## config.mk

```make
export PLATFORM = sky130hd
export DESIGN_NAME = date_period_length_days
export DESIGN_NICKNAME = d
export VERILOG_FILES = /design/src/rtl/dpld_pkg.sv /design/src/rtl/dpld_date_serial.sv /design/src/rtl/date_period_length_days.sv
export SDC_FILE = /design/constraint.sdc
export NUM_CORES = 1
export LEC_CHECK = 0
export BUFFER_PORTS_ARGS = -buffer_cell sky130_fd_sc_hd__buf_4
export CORE_MARGIN = 3
export CORE_UTILIZATION = 45
export CTS_BUF_LIST = sky130_fd_sc_hd__clkbuf_8
export CTS_CLUSTER_SIZE = 12
export DETAILED_ROUTE_END_ITERATION = 16
export REMOVE_ABC_BUFFERS = 1
export SLEW_MARGIN = 20
export SYNTH_ARGS = -nofsm -noshare
export SYNTH_HDL_FRONTEND = slang
export SYNTH_SLANG_ARGS = --single-unit
export TNS_END_PERCENT = 30
```

## constraint.sdc

```tcl
create_clock -name clk -period 6.84 [get_ports clk]
set_input_delay 0.684 -clock clk [delete_from_list [all_inputs] [get_ports clk]]
set_output_delay 0.684 -clock clk [all_outputs]
set_load 0.01 [all_outputs]
```

## src/rtl/dpld_pkg.sv

```systemverilog
package dpld_pkg;

    localparam int YEAR_W   = 14;
    localparam int MONTH_W  = 4;
    localparam int DAY_W    = 5;
    localparam int COUNT_W  = 22;
    localparam int SERIAL_W = 22;
    localparam int QUOT_W   = 8;
    localparam int MD_W     = 9;

    localparam logic [YEAR_W-1:0]  YEAR_MAX  = 14'd9999;
    localparam logic [MONTH_W-1:0] MONTH_MAX = 4'd12;
    localparam logic [MONTH_W-1:0] MONTH_FEB = 4'd2;

    // floor(x / 100) is (x * RECIP_100) >> RECIP_SHIFT, off by at most one
    // below the true quotient for 14-bit x; a compare-and-subtract fixes it.
    localparam logic [12:0] RECIP_100   = 13'd5243;
    localparam int          RECIP_SHIFT = 19;

    localparam int MAX_COUNT = 3652059;

    // Per-stage load enables of one date datapath.
    typedef struct packed {
        logic s1;
        logic s2;
        logic s3;
        logic s4;
    } dpld_adv_t;

    function automatic logic [DAY_W-1:0] month_len(input logic [MONTH_W-1:0] m);
        logic [DAY_W-1:0] len;
        case (m)
            4'd1:    len = 5'd31;
            4'd2:    len = 5'd28;
            4'd3:    len = 5'd31;
            4'd4:    len = 5'd30;
            4'd5:    len = 5'd31;
            4'd6:    len = 5'd30;
            4'd7:    len = 5'd31;
            4'd8:    len = 5'd31;
            4'd9:    len = 5'd30;
            4'd10:   len = 5'd31;
            4'd11:   len = 5'd30;
            4'd12:   len = 5'd31;
            default: len = 5'd0;
        endcase
        return len;
    endfunction

    function automatic logic [MD_W-1:0] days_before(input logic [MONTH_W-1:0] m);
        logic [MD_W-1:0] n;
        case (m)
            4'd1:    n = 9'd0;
            4'd2:    n = 9'd31;
            4'd3:    n = 9'd59;
            4'd4:    n = 9'd90;
            4'd5:    n = 9'd120;
            4'd6:    n = 9'd151;
            4'd7:    n = 9'd181;
            4'd8:    n = 9'd212;
            4'd9:    n = 9'd243;
            4'd10:   n = 9'd273;
            4'd11:   n = 9'd304;
            4'd12:   n = 9'd334;
            default: n = 9'd0;
        endcase
        return n;
    endfunction

endpackage

```

## src/rtl/dpld_date_serial.sv

```systemverilog
module dpld_date_serial (
    input  logic                                clk,
    input  dpld_pkg::dpld_adv_t                 adv,
    input  logic [dpld_pkg::YEAR_W-1:0]         year,
    input  logic [dpld_pkg::MONTH_W-1:0]        month,
    input  logic [dpld_pkg::DAY_W-1:0]          day,
    output logic [dpld_pkg::SERIAL_W-1:0]       serial,
    output logic                                ok
);

    // Stage 1: years before this one, and a first estimate of their hundreds.
    logic [dpld_pkg::YEAR_W-1:0]  py_s1;
    logic [26:0]                  prod_s1;
    logic                         ym_ok_s1;

    logic [dpld_pkg::YEAR_W-1:0]  s1_py_reg;
    logic [dpld_pkg::QUOT_W-1:0]  s1_q_reg;
    logic [dpld_pkg::MONTH_W-1:0] s1_m_reg;
    logic [dpld_pkg::DAY_W-1:0]   s1_d_reg;
    logic                         s1_ok_reg;

    assign py_s1    = year - 14'd1;
    assign prod_s1  = 27'(py_s1) * 27'(dpld_pkg::RECIP_100);
    assign ym_ok_s1 = (year != '0) && (year <= dpld_pkg::YEAR_MAX) &&
                      (month != '0) && (month <= dpld_pkg::MONTH_MAX);

    always_ff @(posedge clk)
    begin
        if (adv.s1)
        begin
            s1_py_reg <= py_s1;
            s1_q_reg  <= prod_s1[dpld_pkg::RECIP_SHIFT +: dpld_pkg::QUOT_W];
            s1_m_reg  <= month;
            s1_d_reg  <= day;
            s1_ok_reg <= ym_ok_s1;
        end
    end

    // Stage 2: exact quotient and remainder by 100, leap year, day check.
    logic [14:0]                  hund_s2;
    logic [14:0]                  rem_raw_s2;
    logic [6:0]                   rem_s2;
    logic [dpld_pkg::QUOT_W-1:0]  q_s2;
    logic                         leap_s2;
    logic [dpld_pkg::DAY_W-1:0]   len_s2;
    logic                         day_ok_s2;

    logic [dpld_pkg::YEAR_W-1:0]  s2_py_reg;
    logic [dpld_pkg::QUOT_W-1:0]  s2_q_reg;
    logic [dpld_pkg::MONTH_W-1:0] s2_m_reg;
    logic [dpld_pkg::DAY_W-1:0]   s2_d_reg;
    logic                         s2_leap_reg;
    logic                         s2_ok_reg;

    assign hund_s2    = 15'(s1_q_reg) * 15'd100;
    assign rem_raw_s2 = {1'b0, s1_py_reg} - hund_s2;

    always_comb
    begin
        if (rem_raw_s2 >= 15'd100)
        begin
            q_s2   = s1_q_reg + 8'd1;
            rem_s2 = 7'(rem_raw_s2 - 15'd100);
        end
        else
        begin
            q_s2   = s1_q_reg;
            rem_s2 = 7'(rem_raw_s2);
        end
    end

    // The year is py + 1: divisible by 4 when py mod 4 is 3, by 100 when the
    // remainder is 99, and by 400 when in addition the quotient mod 4 is 3.
    assign leap_s2 = ((s1_py_reg[1:0] == 2'b11) && (rem_s2 != 7'd99)) ||
                     ((rem_s2 == 7'd99) && (q_s2[1:0] == 2'b11));

    assign len_s2    = (s1_m_reg == dpld_pkg::MONTH_FEB) ? (leap_s2 ? 5'd29 : 5'd28)
                                                         : dpld_pkg::month_len(s1_m_reg);
    assign day_ok_s2 = (s1_d_reg != '0) && (s1_d_reg <= len_s2);

    always_ff @(posedge clk)
    begin
        if (adv.s2)
        begin
            s2_py_reg   <= s1_py_reg;
            s2_q_reg    <= q_s2;
            s2_m_reg    <= s1_m_reg;
            s2_d_reg    <= s1_d_reg;
            s2_leap_reg <= leap_s2;
            s2_ok_reg   <= s1_ok_reg && day_ok_s2;
        end
    end

    // Stage 3: days in whole years, and days within the year.
    logic [dpld_pkg::SERIAL_W-1:0] yd_s3;
    logic [dpld_pkg::MD_W-1:0]     md_s3;

    logic [dpld_pkg::SERIAL_W-1:0] s3_yd_reg;
    logic [dpld_pkg::MD_W-1:0]     s3_md_reg;
    logic                          s3_ok_reg;

    assign yd_s3 = 22'(s2_py_reg) * 22'd365 + 22'(s2_py_reg >> 2)
                 - 22'(s2_q_reg) + 22'(s2_q_reg >> 2);
    assign md_s3 = dpld_pkg::days_before(s2_m_reg)
                 + 9'((s2_m_reg > dpld_pkg::MONTH_FEB) && s2_leap_reg)
                 + 9'(s2_d_reg);

    always_ff @(posedge clk)
    begin
        if (adv.s3)
        begin
            s3_yd_reg <= yd_s3;
            s3_md_reg <= md_s3;
            s3_ok_reg <= s2_ok_reg;
        end
    end

    // Stage 4: serial day number.
    logic [dpld_pkg::SERIAL_W-1:0] s4_serial_reg;
    logic                          s4_ok_reg;

    always_ff @(posedge clk)
    begin
        if (adv.s4)
        begin
            s4_serial_reg <= s3_yd_reg + 22'(s3_md_reg);
            s4_ok_reg     <= s3_ok_reg;
        end
    end

    assign serial = s4_serial_reg;
    assign ok     = s4_ok_reg;

endmodule

```

## src/rtl/date_period_length_days.sv

```systemverilog
// Gregorian date difference in days.
// An item on the input channel carries a start date, an end date and the
// include_end flag; the block returns one result item per input item with
// day_count and date_error. Both channels use valid/ready and an item moves
// at a clock edge where valid and ready are both high.
// Each date is turned into a serial day number (0001-01-01 is day 1) by a
// four-stage datapath: a reciprocal multiply for the division by 100, its
// correction with the leap-year and day checks, the year and in-year day
// sums, and the final add. A fifth stage forms the difference and holds the
// result on the output. A new item can be accepted every cycle unless the
// receiver stalls with every stage full.
// Every stage has its own valid bit; a stage loads when it is empty or when
// the stage after it moves on, so bubbles close up while the receiver stalls
// and in_ready drops only when all five stages hold items.
// An invalid date (year outside 1..9999, month outside 1..12, or day outside
// the month) gives date_error set and day_count zero.
// Reset clears all valid bits, so the block comes up empty and ready.
module date_period_length_days (
    input  logic                                clk,
    input  logic                                rst_n,
    input  logic                                in_valid,
    output logic                                in_ready,
    input  logic [dpld_pkg::YEAR_W-1:0]         start_year,
    input  logic [dpld_pkg::MONTH_W-1:0]        start_month,
    input  logic [dpld_pkg::DAY_W-1:0]          start_day,
    input  logic [dpld_pkg::YEAR_W-1:0]         end_year,
    input  logic [dpld_pkg::MONTH_W-1:0]        end_month,
    input  logic [dpld_pkg::DAY_W-1:0]          end_day,
    input  logic                                include_end,
    output logic                                out_valid,
    input  logic                                out_ready,
    output logic [dpld_pkg::COUNT_W-1:0]        day_count,
    output logic                                date_error
);

    // Valid bits of the five stages; the last one is the output register.
    logic [4:0] v_reg;
    logic [4:0] v_next;
    logic [4:0] en;

    // A stage loads when it is empty or when the next stage takes its item.
    assign en[4] = !v_reg[4] || out_ready;
    assign en[3] = !v_reg[3] || en[4];
    assign en[2] = !v_reg[2] || en[3];
    assign en[1] = !v_reg[1] || en[2];
    assign en[0] = !v_reg[0] || en[1];

    assign in_ready = en[0];

    always_comb
    begin
        v_next = v_reg;
        if (en[0]) v_next[0] = in_valid;
        if (en[1]) v_next[1] = v_reg[0];
        if (en[2]) v_next[2] = v_reg[1];
        if (en[3]) v_next[3] = v_reg[2];
        if (en[4]) v_next[4] = v_reg[3];
    end

    always_ff @(posedge clk or negedge rst_n)
    begin
        if (!rst_n)
        begin
            v_reg <= '0;
        end
        else
        begin
            v_reg <= v_next;
        end
    end

    dpld_pkg::dpld_adv_t adv;

    assign adv.s1 = en[0];
    assign adv.s2 = en[1];
    assign adv.s3 = en[2];
    assign adv.s4 = en[3];

    logic [dpld_pkg::SERIAL_W-1:0] start_serial;
    logic [dpld_pkg::SERIAL_W-1:0] end_serial;
    logic                          start_ok;
    logic                          end_ok;

    dpld_date_serial u_start (
        .clk    (clk),
        .adv    (adv),
        .year   (start_year),
        .month  (start_month),
        .day    (start_day),
        .serial (start_serial),
        .ok     (start_ok)
    );

    dpld_date_serial u_end (
        .clk    (clk),
        .adv    (adv),
        .year   (end_year),
        .month  (end_month),
        .day    (end_day),
        .serial (end_serial),
        .ok     (end_ok)
    );

    // The include_end flag rides along with the date datapaths.
    logic [3:0] inc_reg;

    always_ff @(posedge clk)
    begin
        if (en[0]) inc_reg[0] <= include_end;
        if (en[1]) inc_reg[1] <= inc_reg[0];
        if (en[2]) inc_reg[2] <= inc_reg[1];
        if (en[3]) inc_reg[3] <= inc_reg[2];
    end

    // Output stage: serial difference clamped at zero, plus include_end; zero on a date error.
    logic [dpld_pkg::COUNT_W-1:0] count_next;
    logic                         err_next;
    logic [dpld_pkg::COUNT_W-1:0] count_reg;
    logic                         err_reg;

    always_comb
    begin
        err_next = !(start_ok && end_ok);
        if (err_next)
        begin
            count_next = '0;
        end
        else if (start_serial < end_serial)
        begin
            count_next = (end_serial - start_serial) + 22'(inc_reg[3]);
        end
        else
        begin
            count_next = 22'(inc_reg[3]);
        end
    end

    always_ff @(posedge clk)
    begin
        if (en[4])
        begin
            count_reg <= count_next;
            err_reg   <= err_next;
        end
    end

    assign out_valid  = v_reg[4];
    assign day_count  = count_reg;
    assign date_error = err_reg;

`ifndef SYNTHESIS
    // A rejected date never carries a count.
    assert property (@(posedge clk) disable iff (!rst_n)
        out_valid && date_error |-> day_count == '0)
        else $error("date error with nonzero day count");

    // The count stays within the span of the calendar.
    assert property (@(posedge clk) disable iff (!rst_n)
        out_valid |-> day_count <= 22'(dpld_pkg::MAX_COUNT))
        else $error("day count out of range");

    // The input side backs up only when the pipeline is full and stalled.
    assert property (@(posedge clk) disable iff (!rst_n)
        !in_ready |-> (v_reg == 5'b11111) && !out_ready)
        else $error("input stalled with room in the pipeline");

    // An item accepted into an empty pipeline with the output ready reaches the valid bit of the fourth stage.
    assert property (@(posedge clk) disable iff (!rst_n)
        in_valid && in_ready && (v_reg == 5'b00000) && out_ready |=>
        ##3 v_reg[3])
        else $error("item lost in the pipeline");
`endif

endmodule
```

==> results of run 1 <==
## repair_timing
item	in CTS	in global routing
setup buffers	0	1
hold buffers	1	0
hold endpoints to repair	5	0
setup endpoints to repair	0	1
gates resized for setup	0	2
## metal layers
layer | track usage | wire, um | up-vias
met5 | 0 | 0 | -
met4 | 0.04994 | 1502 | 0
met2 | 0.2996 | 28630 | 270
met3 | 0.02410 | 2085 | 92
met1 | 0.2467 | 28950 | 9302
li1 | - | - | 9758
## layout by cell type (no fill, tap or decap), drive strengths merged, types with 17 or more instances in the layout
cell type and n:
a21o 47, nor3 34, xor2 71, o21ai 81, nor2b 20, o21a 17
xnor2 122, nand2 109, buf 130, a21oi 104, nand2b 24, o21bai 17
dfxtp 24, clkinv 25, nand3 44, nor2 113, clkbuf 54, inv 652
edfxtp 267, fa 297, mux2i 20, ha 556
## path summary, 6_finish.rpt
path / startpoint / endpoint / cells past startpoint
setup / recovery: u_end.s1_q_reg[3]$_DFFE_PP_ / u_end.s2_ok_reg$_DFFE_PN_ / 25
hold / removal: start_day[0] / u_start.s1_d_reg[0]$_DFFE_PP_ / 1
setup reg to reg: u_end.s1_q_reg[3]$_DFFE_PP_ / u_end.s2_ok_reg$_DFFE_PN_ / 25
hold reg to reg: u_start.s2_ok_reg$_DFFE_PN_ / u_start.s3_ok_reg$_DFFE_PP_ / 0
max in group asynchronous: rst_n / v_reg[0]$_DFFE_PN0P_ / 2
min in group asynchronous: rst_n / v_reg[1]$_DFFE_PN0N_ / 2
## final cells by class
class	count	area (um^2)
Multi-Input combinational cell	1879	19470
Sequential cell	296	8623
Inverter	639	2399
Timing Repair Buffer	131	985.9
Fill cell	5902	32780
Tap cell	864	1081
Clock inverter	45	356.6
Clock buffer	54	743.2
Antenna cell	3	7.507
## critical path, cell delays in order, from the launching register on
cell	delay [ps]
edfxtp_1	480
ha_1	320
ha_1	320
fa_1	470
ha_1	360
a21oi_2	190
o21bai_1	80
a21oi_1	230
xnor2_1	200
ha_1	360
a21o_1	260
or4_4	530
a2111oi_4	370
o21bai_2	130
nor4_4	350
nand4_4	150
o2111a_2	350
mux2_4	270
ha_1	180
nor2b_1	110
o21a_1	110
o21ai_0	70
nand2b_1	80
a21oi_1	70
a31oi_1	140
nor2_1	70
## kinds of logic after synthesis
| logic type | after synthesis | share of synthesized area |
|---|---|---|
| xor+xnor | 193 | 0.05542 |
| flops | 296 | 0.2827 |
| simple gates | 433 | 0.07002 |
| buf+inv | 648 | 0.07974 |
| fa+ha+maj | 853 | 0.4230 |
| compound gates | 374 | 0.08020 |
| mux | 26 | 0.008901 |
## stage by stage
stage               instance area (um^2)  setup slack [ps]  hold slack [ps]
detailed placement                 32530            -86.93            406.3
floorplan                          30470             111.4            388.4
CTS                                33640             71.38            118.9
global route                       33670             15.05            133.3
global placement                   32530            -21.12            407.0
finish                             33670             330.7            196.1
## Yosys cell counts, types with 10 or more instances
cell type    n
fa_1       297
nor3_1      34
nand2_1    109
a21oi_1    104
nand2b_1    24
edfxtp_1   267
o21a_1      17
dfxtp_1     24
nand4_1     14
o21bai_1    16
nor2b_1     20
xor2_1      71
and3_1      16
xnor2_1    122
a31oi_1     10
nor2_1     113
o21ai_0     81
o211ai_1    15
ha_1       556
a21o_1      47
inv_1      639
nand3_1     44
mux2i_1     20
==> out/results.ini, run 1 <==
[yosys]
synthCells=2823
ys_types=68
synth_ff_type=edfxtp_1
synth_seq_cells=296
synth_top_area_cell=edfxtp_1
ys_async_sr_fraction=0.01689
syn_avg_cell_area_um2=10.80
ys_warn_count=0
seq_area_frac_synth=0.2827
synth-edff-count=267
synth_area_um2=30500
synth_area_leaders=edfxtp_1, ha_1, fa_1, inv_1, xnor2_1
synth_top_area_share=0.2629

[sta]
fmax_mhz=153.6
rsz0062_at_grt=false
tns_ps=0
period_needed_ps=6509
setup_viol=0
hold_viol=0
skew_ps=59.79
slew_headroom=0.2994
slew_violations=0
final.period_utilization=0.9516
worst_pin_slew_ps=1051

[min_path]
hp-class=primary input to flop

[placement]
port_buffers=75
dp.cells=3807
place_congestion=0.8958
dp_hpwl_mm=52.37

[clock_network]
cts_root_buf=clkbuf_8
cts_tree=built
clock_sinks=296
cts_buffers=54
clockBufferDepth=3
path_clk_slew_ps=60
worstSkewPairLatency_ps=660
htreeDepth=2

[global_route]
grt_pass1_wl_mm=103.5
grt_max_degree=65
grt_pass1_vias=20960
track_usage=0.1796
antenna_found_initial=3
grt_overflow=0

[floorplanning]
fp.dieArea_um2=70940
start_util=0.4590
rows=94
core_area_um2=66450
ioPinCount=76
die_w_um=266.4
die_y_um=266.4

[worst_setup_path]
end_kind=flop
crit_fanout=8
worstPathArrival_ps=6920
cp.required_ps=7260
path_class=flop to flop
start_kind=flop
regToRegSetupSlack_ps=330

[cells_and_area]
layoutNonFillerInstCount=3911
area_growth_pct=10.39
final_util=0.5067
final_nets=3905
drive_gt1_frac=0.07556

[drt]
ant_nets=0
avgRoutedWirePerCell_um=15.64
via_count=19420
drtIter0Drc=742
drc=0
vias_per_cell=4.966
firstDrtPassIters=6
wl_mm=61.16

[flow_run]
drv_cap=0

[run_status]
outcome=complete, no violations

Power of run 1 is not shown: default switching activity piles up to over one toggle a cycle in this logic, so the estimate is an artifact.
==> run 2: changes to the inputs <==
==> constraint.sdc (replaced) <==
create_clock -name clk -period 5.6 [get_ports clk]
set_input_delay 0.56 -clock clk [delete_from_list [all_inputs] [get_ports clk]]
set_output_delay 0.56 -clock clk [all_outputs]
set_load 0.01 [all_outputs]
==> out/results.ini, run 2 (synthesis results as in run 1) <==
[run_status]
failed_checks=setup timing
outcome=finished, violations left

[cells_and_area]
drive_gt1_frac=0.1753
area_growth_pct=18.80
postLayoutCellArea_um2=36230
final.fill_count=5708
mostFrequentLayoutCell=inv_1
layout_common_cells=inv_1, ha_1, buf_4, fa_1, edfxtp_1
final_nets=4139

[clock_network]
clockBufferDepth=3
htreeDepth=2
cts_root_buf=clkbuf_8
clock_sinks=296
cts_buffers=54
worstSkewPairLatency_ps=650
path_clk_slew_ps=60
cts_tree=built

[worst_setup_path]
start_kind=flop
r2r-start=u_end.s1_q_reg[3]$_DFFE_PP_
worstPathArrival_ps=6350
regToRegSetupSlack_ps=-360
crit_fanout=3
end_kind=flop
cp.required_ps=6000
reg2reg_to=u_end.s2_ok_reg$_DFFE_PN_
worst_path_most_repeated_cell=ha_1
cp_slowest_cell=fa_1
slowest_delay_ps=540
path_class=flop to flop
ff2ff_path_depth=27

[drt]
routed-wl-met2_mm=31.16
wl_met3_mm=2.199
wl_mm=65.51
vias_per_cell=4.965
drc=0
drt-met1-wl_mm=30.82
avgRoutedWirePerCell_um=15.80
firstDrtPassIters=5
ant_nets=0
highest_layer=met4
drtIter0Drc=738
via_count=20590

[floorplanning]
start_util=0.4590
rows=94
die_y_um=266.4
die_w_um=266.4
ioPinCount=76
core_area_um2=66450
fp.dieArea_um2=70940

[sta]
setup_viol=8
tns_ps=-657.4
fmax_mhz=167.9
slew_headroom=0.3152
final.period_utilization=1.064
period_needed_ps=5957
worst_pin_slew_ps=1027
setup_slack_ps=-357.1
slew_violations=0
skew_ps=32.42
hold_viol=0
rsz0062_at_grt=true

[min_path]
hold_depth=1
hold_start=end_day[2]
min_to=u_end.s1_d_reg[2]$_DFFE_PP_
hp-class=primary input to flop

[global_route]
grt_pass1_wl_mm=108.9
antenna_found_initial=2
grt_max_degree=66
grt_overflow=0
grt_pass1_vias=22060
track_usage=0.1888

[placement]
place_congestion=0.8789
placement.cell_area_um2=33990
port_buffers=75
dp_hpwl_mm=54.46

[flow_run]
drv_cap=0

run 2: critical path, delay by kind of cell, from the launching register on:
kind	cells	cell delay, ps
AND/OR/NAND/NOR	6	1160
flip-flops	1	440
multiplexers	1	280
AO/OA/AOI/OAI	11	1600
XOR/XNOR	2	300
adder cells (fa/ha/maj)	6	1750
buffers and inverters	1	140
run 2: area by class of cell:
cell class	instances	area, um^2	share of cell area
multi-input combinational	1879	20200	0.5575
sequential	296	8623	0.2380
timing repair buffer	365	2804	0.07738
inverter	639	2406	0.06640
tap	864	1081	0.02983
clock buffer	57	784.5	0.02165
clock inverter	44	331.6	0.009151
antenna	2	5.005	0.0001381
run 2: how the worst max path moves through the flow:
stage                                 from                     endpoint  slack, ps  cells after the start
5_1_grt        u_end.s1_q_reg[3]$_DFFE_PP_    u_end.s2_ok_reg$_DFFE_PN_       -670                     27
3_3_place_gp                   end_year[0]  u_end.s1_q_reg[7]$_DFFE_PP_      -1090                     24
6_report       u_end.s1_q_reg[3]$_DFFE_PP_    u_end.s2_ok_reg$_DFFE_PN_       -360                     27
3_5_place_dp                   end_year[0]  u_end.s1_q_reg[5]$_DFFE_PP_      -1220                     24
4_1_cts        u_end.s1_q_reg[3]$_DFFE_PP_    u_end.s2_ok_reg$_DFFE_PN_       -350                     25
2_1_floorplan                  end_year[1]  u_end.s1_q_reg[7]$_DFFE_PP_      -1000                     23
run 2: layer usage:
layer  vias up  track usage
li1      10220            -
met1     10010       0.2568
met2       272       0.3212
met3        83      0.02613
met4         0      0.04401
met5         -            0
run 2: timing repair:
item	4_1_cts	5_1_grt
endpoints found under the setup margin	17	19
hold buffers	1	0
setup buffers	34	12
hold endpoints to repair	5	0
gates resized for setup	70	85
pin swaps	68	89
run 2: metrics by stage:
step                      worst slack, ps  utilization  hold WS (ps)  cells
after floorplan                     -1005            -         264.4   2814
after global placement              -1087       0.5116         374.0   4000
after detailed placement            -1217       0.5116         377.3   4000
after CTS                          -352.0       0.5376         17.90   4135
after global routing               -665.5       0.5452         19.53   4145
final                              -357.1       0.5453         86.93   4146
Power of run 2 is left out for the same reason.
==> run 3: changes to the inputs <==
--- a/config.mk
+++ b/config.mk
@@ -12,7 +12,6 @@
 export CTS_CLUSTER_SIZE = 12
 export DETAILED_ROUTE_END_ITERATION = 16
 export REMOVE_ABC_BUFFERS = 1
-export SLEW_MARGIN = 20
 export SYNTH_ARGS = -nofsm -noshare
 export SYNTH_HDL_FRONTEND = slang
 export SYNTH_SLANG_ARGS = --single-unit
==> constraint.sdc (replaced) <==
create_clock -name clk -period 5.6 [get_ports clk]
set_input_delay 1.12 -clock clk [delete_from_list [all_inputs] [get_ports clk]]
set_output_delay 1.12 -clock clk [all_outputs]
set_load 0.01 [all_outputs]
==> out/results.ini, run 3 (synthesis results as in run 1) <==
[sta]
period_needed_ps=6182
final.period_utilization=1.104
slew_headroom=0.2408
hold_viol=0
rsz0062_at_grt=true
skew_ps=33.95
setup_viol=18
setup_slack_ps=-582.2
fmax_mhz=161.8
worst_pin_slew_ps=1107
tns_ps=-7334
slew_violations=0

[run_status]
failed_checks=setup timing
outcome=finished, violations left

[floorplanning]
rows=94
core_area_um2=66450
fp.dieArea_um2=70940
die_w_um=266.4
ioPinCount=76
start_util=0.4590
die_y_um=266.4

[drt]
drc=0
ant_nets=0
avgRoutedWirePerCell_um=15.79
vias_per_cell=4.981
firstDrtPassIters=5
drtIter0Drc=820
wl_mm=65.59
via_count=20700

[clock_network]
cts_tree=built
clock_sinks=296
cts_root_buf=clkbuf_8
htreeDepth=2
cts_buffers=53
path_clk_slew_ps=60
clockBufferDepth=3
worstSkewPairLatency_ps=610

[worst_setup_path]
reg2reg_to=u_end.s2_ok_reg$_DFFE_PN_
worstPathArrival_ps=6540
end_kind=flop
r2r-start=u_end.s1_q_reg[3]$_DFFE_PP_
regToRegSetupSlack_ps=-530
critical_path.top_delay_family=adder cells
crit_buf_inv=11
cp.depth=30
cp_slowest_cell=fa_1
start_kind=primary input
slowest_delay_ps=530
cp.required_ps=5960
path_class=primary input to flop
crit_fanout=5
ff2ff_path_depth=26

[global_route]
grt_pass1_vias=21730
antenna_found_initial=2
track_usage=0.1871
grt_pass1_wl_mm=107.5
grt_overflow=0
grt_max_degree=66

[cells_and_area]
final.fill_count=5718
area_growth_pct=19.70
layout_common_cells=inv_1, ha_1, buf_4, fa_1, edfxtp_1
drive_gt1_frac=0.1906
mostFrequentLayoutCell=inv_1
final_nets=4156

[placement]
place_ws_ps=-1786
dp_hpwl_mm=54.51
place_congestion=0.8724
port_buffers=75

[min_path]
hp-class=primary input to async pin

[flow_run]
drv_cap=0

[run 3: changes by cell type in the layout (fill, tap and decap cells not counted), moves of 4 or more]
cell      previous run  this run
ha_1               530       513
ha_4                18        35
inv_1              645       630
buf_4              350       360
buf_6               13        22
inv_2               12        20
a21oi_2             12        19
clkinv_1             7        13
a21oi_1             88        83
fa_1               289       285
fa_2                 8        12
[run 3: per-stage QoR]
step | cell area (um^2) | hold WS, ps | utilization | std cells
final | 36510 | 308.2 | 0.5494 | 4155
after global routing | 36510 | 238.8 | 0.5494 | 4155
after CTS | 35840 | 223.0 | 0.5394 | 4137
after detailed placement | 34090 | 409.8 | 0.5131 | 4015
after global placement | 34090 | 406.1 | 0.5131 | 4015
after floorplan | 30470 | 400.3 | - | 2814
[run 3: what timing repair did]
| action | CTS | global route |
|---|---|---|
| endpoints found under the setup margin | 18 | 21 |
| gates cloned | 0 | 0 |
| pin swaps | 107 | 78 |
| gates resized for setup | 117 | 98 |
| setup buffers | 30 | 17 |
| hold endpoints to repair | 0 | 0 |
| hold buffers | 0 | 0 |
[run 3: worst max-delay path by stage]
stage / from / slack (ps) / to
global route: u_end.s1_q_reg[3]$_DFFE_PP_ / -760 / u_end.s2_ok_reg$_DFFE_PN_
global placement: end_year[0] / -1650 / u_end.s1_q_reg[7]$_DFFE_PP_
detailed placement: end_year[0] / -1790 / u_end.s1_q_reg[7]$_DFFE_PP_
CTS: start_year[5] / -560 / u_start.s1_q_reg[7]$_DFFE_PP_
finish: end_year[1] / -580 / u_end.s1_q_reg[7]$_DFFE_PP_
floorplan: end_year[1] / -1560 / u_end.s1_q_reg[7]$_DFFE_PP_
[run 3: layout make-up]
cell class,count,area [um^2],area share
antenna,1,2.502,0.00006854
clock buffer,54,743.2,0.02036
clock inverter,39,219.0,0.005997
inverter,639,2415,0.06614
multi-input combinational,1879,20460,0.5604
sequential,296,8623,0.2362
tap,864,1081,0.02961
timing repair buffer,383,2965,0.08122
[run 3: metal layers]
metal	track usage	share of wire	wire, um
met1	0.2544	0.47	30900
met2	0.3168	0.47	31080
met4	0.05053	0.025	1617
met5	0	0	0
met3	0.02355	0.030	1992
[run 3: worst register-to-register path: stages, from the launching register on]
cell and delay [ps]:
edfxtp_1 470, ha_1 320, ha_1 290, inv_1 60, fa_1 500, inv_2 50, ha_4 260, nand3_1 80
o211ai_1 230, nor2_1 80, xor2_1 230, ha_1 290, or4_4 560, a2111oi_4 320, o21bai_2 140, nor4_4 310
nand4_4 130, o2111a_2 350, mux2_4 300, ha_4 170, nor2b_2 110, o21a_1 130, o21ai_1 60, nand2b_1 90
a21oi_2 60, a31oi_1 180, nor2_1 90
Power of run 3 is left out for the same reason.
